## config.mk

```make
export PLATFORM = sky130hd
export DESIGN_NAME = pqs_ctrl
export DESIGN_NICKNAME = d
export VERILOG_FILES = /design/src/sv/priority_quantum_scheduler_defines.svh /design/src/sv/pqs_pkg.sv /design/src/sv/pqs_ctrl.sv
export SDC_FILE = /design/constraint.sdc
export NUM_CORES = 1
export LEC_CHECK = 0
export ABC_AREA = 1
export BUFFER_PORTS_ARGS = -buffer_cell sky130_fd_sc_hd__buf_2
export CAP_MARGIN = 10
export CELL_PAD_IN_SITES_DETAIL_PLACEMENT = 1
export CELL_PAD_IN_SITES_GLOBAL_PLACEMENT = 2
export CORE_UTILIZATION = 21
export DETAILED_ROUTE_END_ITERATION = 7
export GPL_TIMING_DRIVEN = 0
export PLACE_DENSITY = 0.77
export SYNTH_ARGS = -nofsm -noshare
export SYNTH_HDL_FRONTEND = slang
export SYNTH_SLANG_ARGS = --single-unit
```

## constraint.sdc

```tcl
create_clock -name clk -period 2.1 [get_ports clk]
set_clock_uncertainty 0.2 [all_clocks]
set_input_delay 0.21 -clock clk [delete_from_list [all_inputs] [get_ports clk]]
set_output_delay 0.21 -clock clk [all_outputs]
set_load 0.005 [all_outputs]
```

## src/sv/priority_quantum_scheduler_defines.svh

```systemverilog
// Assertion macros shared by the priority quantum scheduler RTL.
`ifndef PRIORITY_QUANTUM_SCHEDULER_DEFINES_SVH
`define PRIORITY_QUANTUM_SCHEDULER_DEFINES_SVH
`ifndef SYNTHESIS
// Same-cycle implication, sampled on clk and masked during reset.
`define PQS_ASSERT_IMP(lbl, ante, cons, msg) \
	lbl: assert property (@(posedge clk) disable iff (!arst_n) (ante) |-> (cons)) \
		else $error(msg);
// Next-cycle implication, sampled on clk and masked during reset.
`define PQS_ASSERT_NEXT(lbl, ante, cons, msg) \
	lbl: assert property (@(posedge clk) disable iff (!arst_n) (ante) |=> (cons)) \
		else $error(msg);
`else
`define PQS_ASSERT_IMP(lbl, ante, cons, msg)
`define PQS_ASSERT_NEXT(lbl, ante, cons, msg)
`endif
`endif

```

## src/sv/pqs_pkg.sv

```systemverilog
// Types, codes and helpers shared by the priority quantum scheduler modules.
package pqs_pkg;

	// Table size and the widths that follow from it.
	localparam int MAX_PROC = 64;
	localparam int IDX_W    = $clog2(MAX_PROC);
	localparam int CNT_W    = $clog2(MAX_PROC + 1);
	localparam int PNUM_W   = 7;

	// Input word modes.
	localparam logic [1:0] MODE_LOAD  = 2'd0;
	localparam logic [1:0] MODE_STEP  = 2'd1;
	localparam logic [1:0] MODE_CLEAR = 2'd2;
	localparam logic [1:0] MODE_NONE  = 2'd3;

	// Result word event codes.
	localparam logic [2:0] EV_LOADED   = 3'd0;
	localparam logic [2:0] EV_SLICE    = 3'd1;
	localparam logic [2:0] EV_IDLE     = 3'd2;
	localparam logic [2:0] EV_ALL_DONE = 3'd3;
	localparam logic [2:0] EV_REJECT   = 3'd4;

	// Configuration port.
	localparam int          CFG_ADDR_W    = 3;
	localparam logic [CFG_ADDR_W-3:0] REG_QUANTUM = '0;
	localparam logic [15:0] QUANTUM_RESET = 16'd4;

	typedef struct packed {
		logic [1:0]         mode;
		logic [15:0]        burst_time;
		logic signed [15:0] priority_level;
		logic [15:0]        ready_time;
	} in_t;

	typedef struct packed {
		logic [2:0]  event_kind;
		logic [6:0]  process_number;
		logic [15:0] slice_length;
		logic [15:0] remaining_burst;
		logic [31:0] time_now;
		logic        finished;
		logic [31:0] turnaround;
		logic [31:0] waiting;
		logic [31:0] response;
		logic [39:0] sum_turnaround;
		logic [39:0] sum_waiting;
		logic [39:0] sum_response;
	} out_t;

	// Commands from the controller to the datapath.
	typedef struct packed {
		logic latch;
		logic load;
		logic clear;
		logic res_all_done;
		logic scan_start;
		logic scan_issue;
		logic exec;
		logic idle_tick;
		logic turn;
		logic wait_sum;
		logic sums;
		logic out_load;
	} cmd_t;

	// Status from the datapath to the controller.
	typedef struct packed {
		logic all_done;
		logic scan_last;
		logic found;
		logic slice_done;
	} sts_t;

	// Saturating 40-bit accumulate of a 32-bit amount.
	function automatic logic [39:0] sat_add40(input logic [39:0] a, input logic [31:0] b);
		logic [40:0] s;
		s = {1'b0, a} + 41'(b);
		return s[40] ? '1 : s[39:0];
	endfunction

endpackage

```

## src/sv/pqs_ctrl.sv

```systemverilog
// Sequencing state machine of the priority quantum scheduler.
module pqs_ctrl import pqs_pkg::*; (
	input  logic       clk,
	input  logic       arst_n,
	input  logic       item_valid,
	input  logic [1:0] item_mode,
	output logic       item_ready,
	output logic       result_valid,
	input  logic       result_ready,
	input  sts_t       sts,
	output cmd_t       cmd
);

	localparam logic [3:0] S_IDLE  = 4'd0;
	localparam logic [3:0] S_LOAD  = 4'd1;
	localparam logic [3:0] S_CLEAR = 4'd2;
	localparam logic [3:0] S_STEP  = 4'd3;
	localparam logic [3:0] S_SCAN  = 4'd4;
	localparam logic [3:0] S_DRAIN = 4'd5;
	localparam logic [3:0] S_PICK  = 4'd6;
	localparam logic [3:0] S_TURN  = 4'd7;
	localparam logic [3:0] S_WAITS = 4'd8;
	localparam logic [3:0] S_SUMS  = 4'd9;
	localparam logic [3:0] S_OUT   = 4'd10;

	logic [3:0] state_q;
	logic [3:0] state_d;
	logic       valid_q;

	// Next state and datapath commands.
	always_comb begin
		cmd     = '0;
		state_d = state_q;
		unique case (state_q)
			S_IDLE: begin
				if (item_valid) begin
					cmd.latch = 1'b1;
					unique case (item_mode)
						MODE_LOAD:  state_d = S_LOAD;
						MODE_STEP:  state_d = S_STEP;
						MODE_CLEAR: state_d = S_CLEAR;
						MODE_NONE:  state_d = S_IDLE;
					endcase
				end
			end
			S_LOAD: begin
				cmd.load = 1'b1;
				state_d  = S_OUT;
			end
			S_CLEAR: begin
				cmd.clear = 1'b1;
				state_d   = S_OUT;
			end
			S_STEP: begin
				if (sts.all_done) begin
					cmd.res_all_done = 1'b1;
					state_d          = S_OUT;
				end else begin
					cmd.scan_start = 1'b1;
					state_d        = S_SCAN;
				end
			end
			S_SCAN: begin
				cmd.scan_issue = 1'b1;
				if (sts.scan_last) begin
					state_d = S_DRAIN;
				end
			end
			S_DRAIN: begin
				state_d = S_PICK;
			end
			S_PICK: begin
				if (sts.found) begin
					cmd.exec = 1'b1;
					state_d  = sts.slice_done ? S_TURN : S_OUT;
				end else begin
					cmd.idle_tick = 1'b1;
					state_d       = S_OUT;
				end
			end
			S_TURN: begin
				cmd.turn = 1'b1;
				state_d  = S_WAITS;
			end
			S_WAITS: begin
				cmd.wait_sum = 1'b1;
				state_d      = S_SUMS;
			end
			S_SUMS: begin
				cmd.sums = 1'b1;
				state_d  = S_OUT;
			end
			S_OUT: begin
				if (!valid_q || result_ready) begin
					cmd.out_load = 1'b1;
					state_d      = S_IDLE;
				end
			end
			default: state_d = S_IDLE;
		endcase
	end

	// State and output word valid.
	always_ff @(posedge clk or negedge arst_n) begin
		if (!arst_n) begin
			state_q <= S_IDLE;
			valid_q <= 1'b0;
		end else begin
			state_q <= state_d;
			if (cmd.out_load) begin
				valid_q <= 1'b1;
			end else if (result_ready) begin
				valid_q <= 1'b0;
			end
		end
	end

	assign item_ready   = (state_q == S_IDLE);
	assign result_valid = valid_q;

endmodule

```

==> metrics.md, run 1 <==
| Metric | Value |
|---|---|
| Status | finished, final reports clean |
| Leading cell type in the layout, fill and taps excluded | buf_2 |
| Placed insts | 127 |
| Via count | 530 |
| Simple-Gate Fraction of Synth Area | 46.9% |
| Met1 Usage GRT | 14.7% |
| Grt peak-use layer | met2 |
| CTS root buf | clkbuf_4 |
| Fin. Hold Viols | 0 |
| # rows | 16 |
| Global route total overflow | 0 |
| RSZ-0062 raised after global routing | no |
| Power consumption | 694 uW |
| Global placement routability congestion | 0.802 |
| Clk slew on worst S/H paths | 40 ps |
| Reg area | 125 sq um |
| Share of cells above drive strength 1 | 33.3% |
| P_leak | 0.447 nW |
| Total global-route track usage | 12.4% |
| 1st-pass router iterations | 2 |
| Compound-Gate Fraction of Synth Area | 3.37% |
| CP required | 1690 ps |
| Post-CTS Setup Bufs | 0 |
| Layout Nets | 118 |
| Post-route DRC | 0 |
| Adder-cell share of the synthesized area | 5.62% |
| Post-Syn Nets | 89 |
| Worst-Margin Slew | 272 ps |
| XOR/XNOR Fraction of Synth Area | 0% |
| Max Cap Viol | 0 |
| Port Buffers | 23 |
| Initial Utilization | 22.5% |
| # H-tree levels | 1 |
| Post-Layout Cell Count | 132 |
| Layout area overhead | 41.6% |
| Synthesized area per cell | 5.78 sq um |
| Most frequent cells in the layout | buf_2 (23), nor2_1 (17), nand2_1 (16) |
| Startpoint Class | register |
| Clk buf depth | 2 |
| Max Fanout on Critical Path | 6 |
| Vert. Die Dim | 48.1 microns |
| Fill count | 289 |
| Reg2Reg Launch Point | state_q[3] |
| Met3 Track Usage GR | 2.26% |
| Setup WS pre-CTS | 643 ps |
| Final Instance Area | 631 sq um |
| Vias in the first global route | 498 |
| Final setup TNS | 0 ps |
| Synth Register Bits | 5 |
| Cells after Synth | 77 |
| Final critical-path share of the clock period | 81.5% |
| Clk_lat worst skew | 240 ps |
| Synth cell types | 13 |
| Antenna cell count | 0 |
| Post-Syn Area | 445 sq um |
| Max_slew headroom | 81.8% |
| Worst hold start | result_ready |
| # IOs | 24 |
| Yosys Warn Count | 0 |
| Maximum vdd drop | 0.291 mV |
| First DRT Iteration DRCs | 7 |
| Met2 usage | 21.1% |
| Setup ws final | 388 ps |
| Area of the multi-input gates | 249 sq um |
| Max Freq | 584 MHz |
| Final setup violation count | 0 |
| Launch point of the worst path | state_q[3] |
| Global-route wire length before repair | 1.95 mm |
| Pins Over Slew Limit | 0 |
| PwrDens | 1100 mW/mm^2 |
| Num CTS Buffers | 3 |
| Vias per inst | 4.02 |
| Die Wd | 48.1 microns |
| Crit. End Element | output pin |
| WL per Instance | 9.08 microns |
| Largest family of logic cells by synthesized area | simple AND/OR/NAND/NOR gates |
| Post-DP HPWL | 1.04 mm |
| Total Wirelength | 1.20 mm |
| Largest net degree at the start of global routing | 7 |
| Mux cell area share after synthesis | 0% |
| Die area | 0.00231 sq mm |
| Crit path DAT | 1300 ps |
| Core Box Area | 0.00198 sq mm |
| Sequential area share after synthesis | 28.1% |
| Final ANT Viol Nets | 0 |
| Area post-placement | 594 sq um |
| CTS tree | yes |
| Fin crit period | 1710 ps |
| Initial antenna violation count | 0 |
| Critical path class | reg2out |
| Worst min-delay path category | in2reg |
| CTS sink count | 5 |
==> what timing repair did <==
item / 4_1_cts / 5_1_grt
hold buffers: 1 / 0
setup endpoints to repair: 0 / 0
gates resized for setup: 0 / 0
endpoints found under the hold margin: 5 / 0
==> report_power, final <==
group / leakage, nW / switching (mW) / internal (mW)
sequential: 0.0642 / 0.0427 / 0.136
clock: 0.0150 / 0.0379 / 0.0717
combinational: 0.368 / 0.255 / 0.151
total: 0.447 / 0.335 / 0.359
==> logic make-up after synthesis <==
kind of cell	count (synthesis)
AND/OR/NAND/NOR	48
AO/OA/AOI/OAI	3
flip-flops	5
adder cells (fa/ha/maj)	2
buffers and inverters	19
==> flip-flops by register name, summed over array words and instances (netlist names) <==
| register | count |
|---|---|
| result_valid | 1 |
| state_q | 4 |
==> worst max-delay path, cell delays in order, from the launching register on <==
cell and delay, ps:
dfrtp_1 430, nor2_2 280, nand2_1 130, nor2_1 110
buf_2 120
==> final timing paths <==
kind | end | slack, ps | depth (start not counted)
max in group asynchronous | state_q[0] | 1470 | 2
max | cmd[4] | 390 | 4
max reg2reg | state_q[0] | 680 | 5
min | result_valid | 6 | 2
min in group asynchronous | state_q[2] | 110 | 2
min reg2reg | result_valid | 370 | 2
==> layout make-up <==
type / count / area share [%]
clock buffers: 4 / 4.17
multi-input cells: 53 / 39.5
repair buffers: 24 / 19.8
inverters: 19 / 11.3
well taps: 27 / 5.36
flip-flops and latches: 5 / 19.8
==> Yosys cell counts, drive strengths merged <==
cell / count / area, sq um
a21oi: 1 / 5.00
o21ai: 2 / 10.0
nand2: 17 / 66.3
inv: 19 / 71.3
dfrtp: 5 / 125
nand4: 1 / 6.26
nand3: 8 / 40.0
nor2: 21 / 88.8
ha: 2 / 25.0
nand3b: 1 / 7.51
==> per-layer routing <==
layer  vias to the layer above  part of all wire, %
met5                         -                    0
met4                         0                    0
met3                         0                  2.3
met2                        12                   53
met1                       234                   44
li1                        284                    -
==> metrics by stage <==
step                      hold WS (ps)  utilization (%)
after floorplan                   -286                -
after global placement            -176             30.0
after CTS                         1.99             31.8
after detailed placement          -176             30.0
final                             5.83             31.8
after global routing              23.0             31.8
Note: power is estimated with default switching activity, not from simulation.
==> run 2: changes to the inputs <==
- CORE_UTILIZATION: 21 -> 17
- PLACE_DENSITY: 0.77 -> 0.67
- clock period: 2.1 -> 1.5 ns (I/O delays scaled with it)
==> run 2 against run 1 <==
  * The run now ends with setup timing left
  * Largest cell class unchanged
  * Cell area rose by 22%
  * Combinational power rose by 97%
  * Critical path depth rose by 1
  * Power rose by 78%
  * Routed wire length rose by 17%
  * Largest power group unchanged
  * Sequential power rose by 59%
==> metrics.md, run 2 (synthesis gave the netlist of run 1 again) <==
| Metric | Value |
|---|---|
| Status | complete, but fails checks (was finished, final reports clean) |
| Failing checks | setup timing |
| Clk slew on worst S/H paths | 40 ps (about the same) |
| Initial Utilization | 18.0% (was 22.5%) |
| Port Buffers | 23 (unchanged) |
| Maximum vdd drop | 0.524 mV (was 0.291 mV) |
| Clk_lat worst skew | 240 ps (about the same) |
| Critical path class | reg2out (unchanged) |
| Worst-Margin Slew | 202 ps (was 272 ps) |
| Num CTS Buffers | 3 (unchanged) |
| Post-DP HPWL | 1.05 mm (was 1.04 mm) |
| Global route total overflow | 0 (unchanged) |
| Fin crit period | 1560 ps |
| Pins Over Slew Limit | 0 (unchanged) |
| Max reg flops | 4 (unchanged) |
| Total Wirelength | 1.40 mm (was 1.20 mm) |
| Share of cells above drive strength 1 | 49.6% (was 33.3%) |
| Post-Layout Cell Count | 145 (was 132) |
| Global placement routability congestion | 0.779 (was 0.802) |
| M1 WL | 617 microns (was 533 microns) |
| Antenna cell count | 0 (unchanged) |
| CTS root buf | clkbuf_4 (unchanged) |
| # H-tree levels | 1 (unchanged) |
| P_leak | 0.496 nW (was 0.447 nW) |
| Fin. Hold Viols | 0 (unchanged) |
| # rows | 18 (was 16) |
| Vert. Die Dim | 53.2 microns (was 48.1 microns) |
| Worst reg2reg path depth | 8 (was 5) |
| Layout area overhead | 72.8% (was 41.6%) |
| Clk buf depth | 2 (unchanged) |
| Setup ws final | -64.8 ps (was 388 ps) |
| Worst hold start | sts[0] (was result_ready) |
| Max Freq | 639 MHz |
| Max Cap Viol | 0 (unchanged) |
| Die area | 0.00283 sq mm (was 0.00231 sq mm) |
| WL per Instance | 9.68 microns (was 9.08 microns) |
| First DRT Iteration DRCs | 7 (unchanged) |
| Total global-route track usage | 11.2% (was 12.4%) |
| Setup WS pre-CTS | 42.5 ps (was 643 ps) |
| Fill count | 347 (was 289) |
| Largest Register | state_q (unchanged) |
| CTS sink count | 5 (unchanged) |
| Placed insts | 130 (was 127) |
| PwrDens | 1600 mW/mm^2 (was 1100 mW/mm^2) |
| Top routing layer in use | met4 (was met3) |
| Leading cell type in the layout, fill and taps excluded | buf_2 (unchanged) |
| RSZ-0062 raised after global routing | yes (was no) |
| Crit path to | cmd[4] (unchanged) |
| Crit path DAT | 1210 ps (was 1300 ps) |
| Flop-to-flop setup slack | 30 ps (was 680 ps) |
| Most frequent cells in the layout | buf_2 (22), inv_1 (14), nand2_1 (13), nor2_1 (13), buf_4 (9) (was buf_2 (23), nor2_1 (17), nand2_1 (16)) |
| Worst min-delay path category | in2reg (unchanged) |
| # IOs | 24 (unchanged) |
| Area post-placement | 598 sq um (was 594 sq um) |
| Final setup TNS | -298 ps (was 0 ps) |
| Die Wd | 53.2 microns (was 48.1 microns) |
| Routed length on met2 | 737 microns (was 636 microns) |
| Max_slew headroom | 86.6% (was 81.8%) |
| Min Hold Slack | 54.3 ps (was 5.83 ps) |
| 1st-pass router iterations | 4 (was 2) |
| Final setup violation count | 7 (was 0) |
| Largest net degree at the start of global routing | 7 (unchanged) |
| Initial antenna violation count | 0 (unchanged) |
| Global-route wire length before repair | 2.28 mm (was 1.95 mm) |
| Final Instance Area | 769 sq um (was 631 sq um) |
| Post-route DRC | 0 (unchanged) |
| Final critical-path share of the clock period | 104% |
| Via count | 576 (was 530) |
| DR WL met3 | 37 microns (was 28 microns) |
| Final ANT Viol Nets | 0 (unchanged) |
| Vias per inst | 3.97 (was 4.02) |
| CTS tree | yes (unchanged) |
| CP required | 1150 ps (was 1690 ps) |
| Vias in the first global route | 539 (was 498) |
| Reg2Reg Launch Point | state_q[1] (was state_q[3]) |
| Launch point of the worst path | state_q[1] (was state_q[3]) |
| Core Box Area | 0.00248 sq mm (was 0.00198 sq mm) |
| Crit. End Element | output pin (unchanged) |
| Max Fanout on Critical Path | 5 (was 6) |
| Startpoint Class | register (unchanged) |
| Layout Nets | 128 (was 118) |
| Worst r2r dst | state_q[1] (was state_q[0]) |
run 2: power by group:
group,internal [mW],switching (mW)
clock,0.100,0.0529
combinational,0.368,0.429
sequential,0.197,0.0874
run 2: cell type report:
cell class	count	area (sq um)	share of cell area, %
clock buffer	4	26.3	3.41
timing repair buffer	34	209	27.2
sequential	5	129	16.7
tap	30	37.5	4.88
inverter	19	71.3	9.27
multi-input combinational	53	297	38.5
run 2: worst min path at each step:
stage	to	slack, ps	depth (start not counted)
after floorplan	result_valid	-350	0
after global placement	result_valid	-240	1
after detailed placement	result_valid	-230	1
after CTS	state_q[2]	40	3
after global routing	state_q[2]	60	3
final	state_q[2]	50	3
run 2: through the flow:
stage,power [mW],utilization [%]
3_3_place_gp,0.833,24.1
6_report,1.23,31.1
3_5_place_dp,0.842,24.1
5_1_grt,1.38,31.1
2_1_floorplan,0.626,-
4_1_cts,1.20,29.5
run 2: per-layer routing:
layer,vias to the layer above,global-route usage [%]
li1,306,-
met2,16,20.0
met3,2,0.862
met1,252,13.7
met5,-,0
met4,0,3.95
run 2: what timing repair did:
item	CTS	global route
setup endpoints to repair	11	15
pin swaps	5	3
hold buffers	2	0
gates resized for setup	10	8
endpoints found under the hold margin	6	0
buffers inserted	7	2
run 2: worst max-delay path: stages, from the launching register on:
cell	delay, ps
dfrtp_1	420
inv_2	80
nor2_4	190
nand2_2	90
nor2_1	80
buf_2	110
==> run 3: changes to the inputs <==
- CORE_MARGIN: default -> 1.5
==> run 3 against run 2 <==
  * The run still ends with setup timing left
  * Non-clock buffer count fell by 1
  * Setup slack better by 4.0 ps
  * Hold slack worse by 12 ps
  * Register-to-register slack worse by 30 ps
  * Clock power is essentially flat
  * Flip-flop and latch count unchanged
  * Global-route usage fell by 1.1 points
  * Largest cell class unchanged
  * Largest power group unchanged
==> metrics.md, run 3 (synthesis gave the netlist of run 1 again) <==
| Metric | Value |
|---|---|
| Status | complete, but fails checks (unchanged) |
| Failing checks | setup timing (unchanged) |
| CP delay by family, top | flip-flops (unchanged) |
| CTS root buf | clkbuf_4 (unchanged) |
| Max Freq | 641 MHz (was 639 MHz) |
| Num CTS Buffers | 3 (unchanged) |
| Leading cell type in the layout, fill and taps excluded | buf_2 (unchanged) |
| Slowest cell on the critical path | dfrtp_2 (was dfrtp_1) |
| Crit. End Element | output pin (unchanged) |
| WL per Instance | 9.27 microns (was 9.68 microns) |
| Fill count | 340 (was 347) |
| Maximum vdd drop | 0.523 mV (was 0.524 mV) |
| Via count | 563 (was 576) |
| Largest net degree at the start of global routing | 7 (unchanged) |
| Worst-Margin Slew | 193 ps (was 202 ps) |
| CP cell instances | nor2_4 > nand2_2 > nor2_1 > buf_2 (was inv_2 > nor2_4 > nand2_2 > nor2_1 > buf_2) |
| Power consumption | 1.19 mW (was 1.23 mW) |
| Port Buffers | 23 (unchanged) |
| Combinational share of power | 62.9% (was 64.5%) |
| Largest Register | state_q (unchanged) |
| Post-DP HPWL | 1.05 mm (about the same) |
| Final setup TNS | -297 ps (was -298 ps) |
| M1 WL | 580 microns (was 617 microns) |
| Startpoint Class | register (unchanged) |
| Clk pwr share | 12.9% (was 12.4%) |
| Most frequent cells in the layout | buf_2 (21), nand2_1 (14), nor2_1 (14) (was buf_2 (22), inv_1 (14), nand2_1 (13), nor2_1 (13), buf_4 (9)) |
| Sequential Power Share | 24.1% (was 23.0%) |
| Vias in the first global route | 524 (was 539) |
| Die Wd | 54.2 microns (was 53.2 microns) |
| CP required | 1150 ps (about the same) |
| Switching fraction of total power | 47.3% (was 46.1%) |
| Final ANT Viol Nets | 0 (unchanged) |
| Final critical-path share of the clock period | 104% (about the same) |
| Crit path DAT | 1210 ps (about the same) |
| P_leak | 0.489 nW (was 0.496 nW) |
| Internal power | 627 uW (was 666 uW) |
| Vert. Die Dim | 54.2 microns (was 53.2 microns) |
| Max Fanout on Critical Path | 5 (unchanged) |
| Initial antenna violation count | 0 (unchanged) |
| NetSw | 563 uW (was 569 uW) |
| Global placement routability congestion | 0.769 (was 0.779) |
| Global route total overflow | 0 (unchanged) |
| Total global-route track usage | 10.0% (was 11.2%) |
| Slowest stage delay, CP | 450 ps (was 420 ps) |
| Top routing layer in use | met3 (was met4) |
| Max Cap Viol | 0 (unchanged) |
| DR WL met3 | 30 microns (was 37 microns) |
| Global-route wire length before repair | 2.15 mm (was 2.28 mm) |
| Clk_lat worst skew | 240 ps (about the same) |
| CTS tree | yes (unchanged) |
| Layout Nets | 127 (was 128) |
| Share of cells above drive strength 1 | 50.0% (was 49.6%) |
| Fin. Hold Viols | 0 (unchanged) |
| PwrDens | 1540 mW/mm^2 (was 1600 mW/mm^2) |
| Fin crit period | 1560 ps (about the same) |
| Die area | 0.00294 sq mm (was 0.00283 sq mm) |
| Critical path class | reg2out (unchanged) |
| Worst min-delay path category | in2async (was in2reg) |
| Final Instance Area | 773 sq um (was 769 sq um) |
| # rows | 18 (unchanged) |
| Core Box Area | 0.00248 sq mm (unchanged) |
| Vias per inst | 3.91 (was 3.97) |
| Antenna cell count | 0 (unchanged) |
| Worst path buffer plus inverter count | 1 (was 2) |
| RSZ-0062 raised after global routing | yes (unchanged) |
| Clk buf depth | 2 (unchanged) |
| Area post-placement | 598 sq um (unchanged) |
| Pins Over Slew Limit | 0 (unchanged) |
| Max reg flops | 4 (unchanged) |
| Initial Utilization | 18.0% (unchanged) |
| Setup ws final | -60.8 ps (was -64.8 ps) |
| Max_slew headroom | 87.1% (was 86.6%) |
| # H-tree levels | 1 (unchanged) |
| Clk slew on worst S/H paths | 40 ps (about the same) |
| Layout area overhead | 73.6% (was 72.8%) |
| Total Wirelength | 1.34 mm (was 1.40 mm) |
| # IOs | 24 (unchanged) |
| 1st-pass router iterations | 4 (unchanged) |
| Routed length on met2 | 724 microns (was 737 microns) |
| First DRT Iteration DRCs | 4 (was 7) |
| CTS sink count | 5 (unchanged) |
| Post-route DRC | 0 (unchanged) |
| Final setup violation count | 11 (was 7) |
## run 3: worst paths after layout
kind,depth (start not counted),startpoint,slack (ps),to
max,4,state_q[2],-60,cmd[11]
min,2,arst_n,40,state_q[2]
max reg2reg,9,state_q[2],0,state_q[1]
min reg2reg,2,result_valid,350,result_valid
max in group asynchronous,2,arst_n,910,state_q[0]
min in group clk,3,sts[0],40,state_q[2]
## run 3: per-layer routing
metal / track usage, % / up-vias
met5: 0 / -
met4: 5.00 / 0
met3: 0 / 0
met2: 16.7 / 10
met1: 13.4 / 253
li1: - / 300
## run 3: layout make-up
type	count	area, sq um	share of cell area [%]
multi-input cells	53	302	39.0
repair buffers	33	208	26.9
flip-flops and latches	5	129	16.7
inverters	19	71.3	9.22
well taps	30	37.5	4.85
clock buffers	4	26.3	3.40
## run 3: power by group through the flow
stage	combinational, mW	sequential [mW]	clock [mW]
4_1_cts	0.701	0.281	0.160
3_5_place_dp	0.581	0.252	0
2_1_floorplan	0.381	0.245	0
5_1_grt	0.868	0.296	0.166
3_3_place_gp	0.583	0.251	0
6_report	0.749	0.287	0.154
## run 3: metrics by stage
step | setup slack (ps) | hold WS (ps) | utilization [%] | instances
after CTS | -53.2 | 34.9 | 29.3 | 141
after global routing | -138 | 73.1 | 31.2 | 144
after detailed placement | 59.9 | -233 | 24.1 | 130
after global placement | 80.0 | -235 | 24.1 | 130
after floorplan | 263 | -346 | - | 77
final | -60.8 | 42.5 | 31.2 | 144
## run 3: repair_timing
item	in CTS	in global routing
setup buffers	5	3
pin swaps	5	4
hold buffers	2	0
gates resized for setup	14	7
setup endpoints to repair	11	15
hold endpoints to repair	6	0
